File: config.mk
export PLATFORM = sky130hd
export DESIGN_NAME = threshold_run_pixel_sorter_core
export DESIGN_NICKNAME = d
export VERILOG_FILES = /design/src/design/trps_pkg.sv /design/src/design/trps_cell.sv /design/src/design/threshold_run_pixel_sorter_core.sv
export SDC_FILE = /design/constraint.sdc
export NUM_CORES = 2
export LEC_CHECK = 0
export BUFFER_PORTS_ARGS = -buffer_cell sky130_fd_sc_hd__buf_2
export CAP_MARGIN = 20
export CORE_MARGIN = 2
export CORE_UTILIZATION = 60
export CTS_CLUSTER_DIAMETER = 100
export DETAILED_ROUTE_END_ITERATION = 8
export HOLD_SLACK_MARGIN = 0.02
export PLACE_DENSITY_LB_ADDON = 0.12
export SYNTH_ARGS = -nofsm -noshare
export SYNTH_HDL_FRONTEND = slang
export SYNTH_SLANG_ARGS = --single-unit
File: constraint.sdc
create_clock -name clk -period 4.81 [get_ports clk]
set_input_delay 0.962 -clock clk [delete_from_list [all_inputs] [get_ports clk]]
set_output_delay 0.962 -clock clk [all_outputs]
set_load 0.02 [all_outputs]
File: src/design/trps_pkg.sv
package trps_pkg;

    localparam int MAX_RUN = 32;
    localparam int PIX_W   = 24;
    localparam int CNT_W   = $clog2(MAX_RUN + 1);

    typedef logic [PIX_W-1:0] pix_t;
    typedef logic [CNT_W-1:0] cnt_t;

    // Control broadcast to every cell of the run chain
    typedef struct packed {
        logic insert;
        logic shift;
    } cell_ctl_t;

endpackage

File: src/design/trps_cell.sv
module trps_cell
    import trps_pkg::*;
(
    input  logic      clk,
    input  cell_ctl_t ctl,
    input  pix_t      pix,
    input  logic      occupied,
    input  pix_t      left_val,
    input  logic      left_gt,
    input  pix_t      right_val,
    output pix_t      val,
    output logic      gt
);

    pix_t val_reg;
    pix_t val_next;

    // An empty cell counts as greater, so the new pixel lands at the end of the run
    assign gt  = !occupied || (val_reg > pix);
    assign val = val_reg;

    always_comb
    begin
        val_next = val_reg;
        if (ctl.insert && gt)
        begin
            // shift up behind the insertion point, take the pixel at it
            val_next = left_gt ? left_val : pix;
        end
        else if (ctl.shift)
        begin
            val_next = right_val;
        end
    end

    always_ff @(posedge clk)
    begin
        val_reg <= val_next;
    end

endmodule

File: src/design/threshold_run_pixel_sorter_core.sv
// Channel  | Handshake            | Beat payload
// ---------+----------------------+-----------------------------------
// input    | in_valid / in_ready  | pixel_in, line_end
// output   | out_valid / out_ready| pixel_out, run_last, line_last
// config   | cfg_we (no wait)     | cfg_data -> threshold
//
// Every accepted bright pixel inserts into the sorted cell chain.
// A run of n pixels drains from the head of the chain one beat per cycle, plus one more
// beat for a dark boundary pixel; input is held off for the whole drain.
// Output stalls hold the drain; the output register frees as soon as its beat is taken.
// Reset clears the run count, the control state and the threshold.
module threshold_run_pixel_sorter_core
    import trps_pkg::*;
(
    input  logic                 clk,
    input  logic                 rst_n,
    input  logic                 in_valid,
    output logic                 in_ready,
    input  logic [PIX_W-1:0]     pixel_in,
    input  logic                 line_end,
    output logic                 out_valid,
    input  logic                 out_ready,
    output logic [PIX_W-1:0]     pixel_out,
    output logic                 run_last,
    output logic                 line_last,
    input  logic                 cfg_we,
    input  logic [PIX_W-1:0]     cfg_data
);

    typedef enum logic {ST_IDLE, ST_FLUSH} state_t;

    state_t    state_reg, state_next;
    pix_t      threshold_reg, threshold_next;
    cnt_t      count_reg, count_next;
    logic      bnd_pend_reg, bnd_pend_next;
    pix_t      bnd_pix_reg, bnd_pix_next;
    logic      le_reg, le_next;
    logic      out_valid_reg, out_valid_next;
    pix_t      pixel_out_reg, pixel_out_next;
    logic      run_last_reg, run_last_next;
    logic      line_last_reg, line_last_next;

    cell_ctl_t ctl;
    pix_t      cell_val [MAX_RUN];
    logic      cell_gt  [MAX_RUN];
    logic      load_ok;
    logic      accept;
    logic      bright;
    cnt_t      count_inc;

    assign load_ok  = !out_valid_reg || out_ready;
    assign in_ready = (state_reg == ST_IDLE) && load_ok;
    assign accept   = in_valid && in_ready;
    assign bright   = pixel_in > threshold_reg;
    assign count_inc = count_reg + cnt_t'(1);

    assign out_valid = out_valid_reg;
    assign pixel_out = pixel_out_reg;
    assign run_last  = run_last_reg;
    assign line_last = line_last_reg;

    genvar gi;
    generate
        for (gi = 0; gi < MAX_RUN; gi++)
        begin : g_cell
            pix_t left_val;
            logic left_gt;
            pix_t right_val;

            if (gi == 0)
            begin : g_head
                assign left_val = pixel_in;
                assign left_gt  = 1'b0;
            end
            else
            begin : g_body
                assign left_val = cell_val[gi-1];
                assign left_gt  = cell_gt[gi-1];
            end

            if (gi == MAX_RUN - 1)
            begin : g_tail
                assign right_val = cell_val[gi];
            end
            else
            begin : g_inner
                assign right_val = cell_val[gi+1];
            end

            trps_cell u_cell (
                .clk       (clk),
                .ctl       (ctl),
                .pix       (pixel_in),
                .occupied  (cnt_t'(gi) < count_reg),
                .left_val  (left_val),
                .left_gt   (left_gt),
                .right_val (right_val),
                .val       (cell_val[gi]),
                .gt        (cell_gt[gi])
            );
        end
    endgenerate

    always_comb
    begin
        state_next     = state_reg;
        threshold_next = cfg_we ? cfg_data : threshold_reg;
        count_next     = count_reg;
        bnd_pend_next  = bnd_pend_reg;
        bnd_pix_next   = bnd_pix_reg;
        le_next        = le_reg;
        out_valid_next = out_valid_reg && !out_ready;
        pixel_out_next = pixel_out_reg;
        run_last_next  = run_last_reg;
        line_last_next = line_last_reg;
        ctl.insert     = 1'b0;
        ctl.shift      = 1'b0;

        case (state_reg)
            ST_IDLE:
            begin
                if (accept)
                begin
                    le_next = line_end;
                    if (bright)
                    begin
                        ctl.insert    = 1'b1;
                        count_next    = count_inc;
                        bnd_pend_next = 1'b0;
                        if (count_inc == cnt_t'(MAX_RUN) || line_end)
                            state_next = ST_FLUSH;
                    end
                    else if (count_reg == '0)
                    begin
                        // dark pixel, no run pending: pass it straight out
                        out_valid_next = 1'b1;
                        pixel_out_next = pixel_in;
                        run_last_next  = 1'b1;
                        line_last_next = line_end;
                    end
                    else
                    begin
                        // hold the boundary pixel until the run has drained
                        bnd_pend_next = 1'b1;
                        bnd_pix_next  = pixel_in;
                        state_next    = ST_FLUSH;
                    end
                end
            end
            ST_FLUSH:
            begin
                if (load_ok)
                begin
                    out_valid_next = 1'b1;
                    if (count_reg != '0)
                    begin
                        ctl.shift      = 1'b1;
                        count_next     = count_reg - cnt_t'(1);
                        pixel_out_next = cell_val[0];
                        run_last_next  = (count_reg == cnt_t'(1)) && !bnd_pend_reg;
                        line_last_next = (count_reg == cnt_t'(1)) && !bnd_pend_reg && le_reg;
                        if (count_reg == cnt_t'(1) && !bnd_pend_reg)
                            state_next = ST_IDLE;
                    end
                    else
                    begin
                        pixel_out_next = bnd_pix_reg;
                        run_last_next  = 1'b1;
                        line_last_next = le_reg;
                        bnd_pend_next  = 1'b0;
                        state_next     = ST_IDLE;
                    end
                end
            end
            default:
            begin
                state_next = ST_IDLE;
            end
        endcase
    end

    always_ff @(posedge clk or negedge rst_n)
    begin
        if (!rst_n)
        begin
            state_reg     <= ST_IDLE;
            threshold_reg <= '0;
            count_reg     <= '0;
            bnd_pend_reg  <= 1'b0;
            bnd_pix_reg   <= '0;
            le_reg        <= 1'b0;
            out_valid_reg <= 1'b0;
            pixel_out_reg <= '0;
            run_last_reg  <= 1'b0;
            line_last_reg <= 1'b0;
        end
        else
        begin
            state_reg     <= state_next;
            threshold_reg <= threshold_next;
            count_reg     <= count_next;
            bnd_pend_reg  <= bnd_pend_next;
            bnd_pix_reg   <= bnd_pix_next;
            le_reg        <= le_next;
            out_valid_reg <= out_valid_next;
            pixel_out_reg <= pixel_out_next;
            run_last_reg  <= run_last_next;
            line_last_reg <= line_last_next;
        end
    end

endmodule
# Word level (Yosys, flattened, before mapping)
# Cells that the tools add are included.
# word_totals
register_bits	852
inputBits	54
out_inout_bits	28
wordCells	407
# op_classes
n_addsub	2
magnitude_cmp	65
eq_ne	10
n_mux	141
bitwise	3
reduce_logical	144
# ops
cell	n
2-to-1 mux 24 bit	98
greater-than comparator 24 bit	33
less-than comparator 5 x 6 -> 1 bit, first input constant	16
nonzero test 2 bit	31
less-than comparator 4 x 6 -> 1 bit, first input constant	8
case mux 24 bit (2 select lines)	1
logical AND 1 bit	37
zero test 1 bit	35
logical OR 1 bit	34
2-to-1 mux 1 bit	32
less-than comparator 3 x 6 -> 1 bit, first input constant	4
2-to-1 mux 6 bit	4
AND reduction 4 bit	4
less-than comparator 1 x 6 -> 1 bit, first input constant	2
less-than comparator 2 x 6 -> 1 bit, first input constant	2
case mux 6 bit (2 select lines)	1
case mux 1 bit (2 select lines)	5
inequality test 2 bit, second input constant	4
adder 6 x 1 -> 6 bit, second input constant	1
equality test 6 x 1 -> 1 bit, second input constant	1
equality test 6 bit, second input constant	1
zero test 6 bit	1
inequality test 2 x 1 -> 1 bit, second input constant	3
nonzero test 6 bit	1
other kinds (4)	6

# Logic depth before layout (Yosys ltp)
# logic_depth
depth_word	8
depth_mapped	14
depth_no_buf	10

# Hierarchy
# A second synthesis with hierarchy kept.
# hier_totals
cells_unflattened	6842
hier_area_um2	69491.6
# modules_own_cells
module	n_inst	cells_each	area_each_um2	seq_area_each_um2
trps_cell	32	198	2020.7	720.7
threshold_run_pixel_sorter_core	1	506	4829.6	2102.0

# Worst setup path after synthesis
# No wires, ideal clock.
# synth_path
path_kind	input -> register
start	input port pixel_in[22]
end	register g_cell[23].u_cell.val_reg[0], enable pin
setup_ns	0.438
t_arrival_ns	5.260
required_time_ns	4.372
setup_slack_ns	-0.889
path_stages	10
n_path_buf	3
path_cell_list	clkbuf_1 inv_1 ha_1 nand4_1 or4_1 o211ai_1 o41ai_1 clkbuf_1 buf_2 o21ai_0
# synth_via
elab_chain_cells	6
elab_cells_between_ends	8
classes_between	2 x order compare; 3 x mux; 3 x reduce/logical
# synth_rtl
element	line	source
start: declaration	threshold_run_pixel_sorter_core.sv:19	input logic [PIX_W-1:0] pixel_in,
greater-than comparator 24 bit	threshold_run_pixel_sorter_core.sv:54	assign bright = pixel_in > threshold_reg;
2-to-1 mux 1 bit	threshold_run_pixel_sorter_core.sv:125	if (bright)
2-to-1 mux 1 bit	threshold_run_pixel_sorter_core.sv:122	if (accept)
2-to-1 mux 1 bit	threshold_run_pixel_sorter_core.sv:119	case (state_reg)
logical AND 1 bit (*)	trps_cell.sv:25	if (ctl.insert && gt)
nonzero test 2 bit (no line) (*)	-	
end signal: assignment	trps_cell.sv:38	val_reg <= val_next;
end: declaration	trps_cell.sv:15	pix_t val_reg;
# Mark *: on every way between the ends. The rest lies on a longest branch, timed or not.
# A chain may end at the register's enable or synchronous reset.

# Worst setup path after layout
# layout_path
start	input port pixel_in[22]
end	register g_cell[18].u_cell.val_reg[17], data pin
# layout_via
elab_chain_cells	6
elab_cells_between_ends	11
classes_between	3 x order compare; 5 x mux; 3 x reduce/logical
# layout_rtl
element	line	source
greater-than comparator 24 bit	threshold_run_pixel_sorter_core.sv:54	
2-to-1 mux 1 bit	threshold_run_pixel_sorter_core.sv:125	
2-to-1 mux 1 bit	threshold_run_pixel_sorter_core.sv:122	
2-to-1 mux 1 bit	threshold_run_pixel_sorter_core.sv:119	
logical AND 1 bit	trps_cell.sv:25	
2-to-1 mux 24 bit (*)	trps_cell.sv:25	
net g_cell[18].u_cell.val_next[17]	trps_cell.sv:16	pix_t val_next;
end signal: assignment	trps_cell.sv:38	
end: declaration	trps_cell.sv:15	
# Mark *: on every way through the listed nets, which the timed path passes. The rest lies on a longest branch.

==> run_results.csv <==
group,metric,value,unit
run_status,outcome,"finished clean",
floorplan,rows,116,
clocking,post-cts-setup-buffer-count,0,
detailed_routing,wl_per_cell,25.8,um
power,ir_worst_vdd,0.374,mV
clocking,clk_pin_slew,0.06,ns
global_route,grt_pass1_vias,46500,
worst_setup_path,crit_type,"in -> reg",
timing,period_needed,4.05,ns
floorplan,start_util,60.3,%
clocking,cts_root_buf,"clkbuf_16",
worst_setup_path,timing.rr.end,"g_cell[29].u_cell.val[11]",
floorplan,die_w,321,um
placement,dp_cells,7159,
global_route,gr-total-overflow,0,
clocking,ctsHoldBuffers,0,
timing,hold_viol_final,0,
yosys,yosys.area.top_type,"edfxtp_1",
clocking,cts_buffer_depth,3,
detailed_routing,ant_nets,0,
detailed_routing,drtPass1Iterations,6,
yosys,synth-seq-area-share,41.8,%
yosys,async_flop_share,9.86,%
floorplan,ios,82,
layout,layout_commonest_cell,"nand2_1",
layout,nets,6810,
worst_setup_path,cp_max_fo,48,
detailed_routing,totalWireLength,189000,um
clocking,cts_tree,"yes",
yosys,ys_types,66,
placement,port-buffer-count,81,
layout,largest_reg_flops,768,
power,p_per_area,690,nW/um^2
clocking,htreeDepth,3,
clocking,clkLatencyLatePin,0.71,ns
layout,fin_cells,7344,
flow_run,maxCapViolations,0,
timing,worst_slew_pin_slew,1.05,ns
global_route,grt_util_all_layers,36.4,%
floorplan,core_area,99700,um^2
global_route,antenna_found_initial,5,
yosys,syn_area,60200,um^2
worst_setup_path,r2r_start,"count_reg[1]",
worst_setup_path,rr_worst_depth,10,
timing,rsz0062_at_grt,"false",
layout,area.growth.synth_to_final,11.1,%
timing,final-setup-viol-count,0,
timing,skew,0.0343,ns
global_route,grt_max_degree,56,
yosys,synth_top_area_share,38.3,%
floorplan,dieArea,103000,um^2
placement,dp_hpwl,145000,um
timing,max_freq,247,MHz
floorplan,fp.dieH,321,um
placement,place_area,63800,um^2
layout,layout_common_cells,"nand2_1 (884), o21ai_0 (804), ha_1 (793)",
layout,drive_above_1_share,12.5,%
yosys,netlist_instances,5853,
worst_hold_path,hold_class,"in -> async",
yosys,ys_seq_elements,852,
yosys,avgSynthCellArea,10.3,um^2
layout,fin_area,66900,um^2
global_route,grt_pass1_wl,285000,um
power,p_leak,28.2,nW
clocking,clock_sinks,852,
placement,place.gp.congestion,0.944,
yosys,ys_top_cells_by_area,"edfxtp_1 (38%), ha_1 (17%), mux2i_1 (10%)",
clocking,cts_resized,0,
worst_setup_path,cp.arrival,4.47,ns
yosys,synth-edff-count,768,
clocking,cts_made_buffers,98,
timing,fin_setup_tns,0,ns
worst_setup_path,endpoint_kind,"flip-flop",
yosys,mappedNetlistNets,6702,
timing,post-route-period-util,84.2,%
timing,slew_violations,0,
yosys,synthFlopType,"edfxtp_1",
worst_setup_path,crit_start,"pixel_in[22]",
detailed_routing,vias,48400,
detailed_routing,drc,0,
worst_setup_path,required,5.23,ns
timing,relSlewSlack,29.3,%
worst_setup_path,cp-start-kind,"input port",
worst_setup_path,r2r_slack,1.09,ns
yosys,yosysWarnings,0,
detailed_routing,drt_iter0_markers,5364,
power,power.total,46.1,mW
detailed_routing,via_per_inst,6.60,
-- cells by family (layout without fill, tap and decap cells) --
logic type | Yosys count | count (layout) | synth area share, %
AO/OA/AOI/OAI | 1563 | 1563 | 14.7
AND/OR/NAND/NOR | 1403 | 1403 | 10.3
flip-flops | 852 | 852 | 41.8
adder cells (fa/ha/maj) | 795 | 795 | 16.5
multiplexers | 793 | 793 | 13.5
buffers and inverters | 441 | 629 | 3.07
XOR/XNOR | 6 | 6 | 0.0874
other | 0 | 5 | 0
-- critical path, stage by stage --
cell and delay (ns):
buf_2 0.14, clkinvlp_4 0.39, buf_4 0.33, ha_1 0.30, nand4_1 0.12, or2_0 0.27
or4_1 0.55, or4_1 0.53, o21ai_2 0.10, o21bai_2 0.16, buf_4 0.42, o21ai_0 0.19
-- cell usage after synthesis (11+ instances only) --
master	instances
nor3_1	40
buf_1	14
a2111oi_0	20
a21oi_1	428
ha_1	795
nand2b_1	11
edfxtp_1	768
a21boi_0	27
buf_4	17
o21bai_1	26
dfrtp_1	84
nand3_1	87
mux2_2	165
a221o_1	25
nor2b_1	38
o211ai_1	44
o21ai_0	808
nand4_1	181
clkbuf_1	230
inv_1	96
mux2i_1	628
a211oi_1	43
nor4_1	25
o21ai_2	15
o31ai_1	13
nor2_1	97
nand2_1	889
o31a_1	14
a21o_1	40
buf_2	79
-- how the worst max path moves through the flow --
stage / end / slack, ns / depth (start not counted)
final: g_cell[18].u_cell.val[17] / 0.76 / 12
after floorplan: g_cell[7].u_cell.val[0] / -0.04 / 12
after global placement: g_cell[18].u_cell.val[1] / 0.25 / 12
after detailed placement: g_cell[18].u_cell.val[23] / 0.11 / 12
after CTS: g_cell[18].u_cell.val[3] / 0.85 / 12
after global routing: g_cell[18].u_cell.val[16] / 0.63 / 12
-- final cells by class --
cell class              count  area [um^2]
repair buffers            353         3270
clock buffers             143         2750
fillers                  7888        32800
diodes                      5         12.5
clock inverters            37          289
multi-input cells        4560        33400
well taps                1298         1620
flip-flops and latches    852        25200
inverters                  96          368
-- report_power, final --
| group | switching, mW | internal (mW) |
|---|---|---|
| registers | 3.83 | 13.5 |
| logic | 12.2 | 9.29 |
| clock network | 3.16 | 4.11 |
| total | 19.2 | 26.9 |
-- metrics by stage --
step	setup WS [ns]	hold WS (ns)	utilization (%)
floorplan	-0.0443	0.479	-
global placement	0.248	0.486	64.0
detailed placement	0.114	0.492	64.0
CTS	0.851	0.298	67.0
global route	0.628	0.339	67.1
finish	0.761	0.295	67.1
-- metal layers --
metal  routed length [um]  share of wire, %  GRT usage [%]
met2                82000                43           55.3
met1                80100                42           51.2
met5                   14            0.0074              0
met4                 9530               5.0           16.2
met3                17600               9.3           5.90
(Power assumes the default switching activity.)
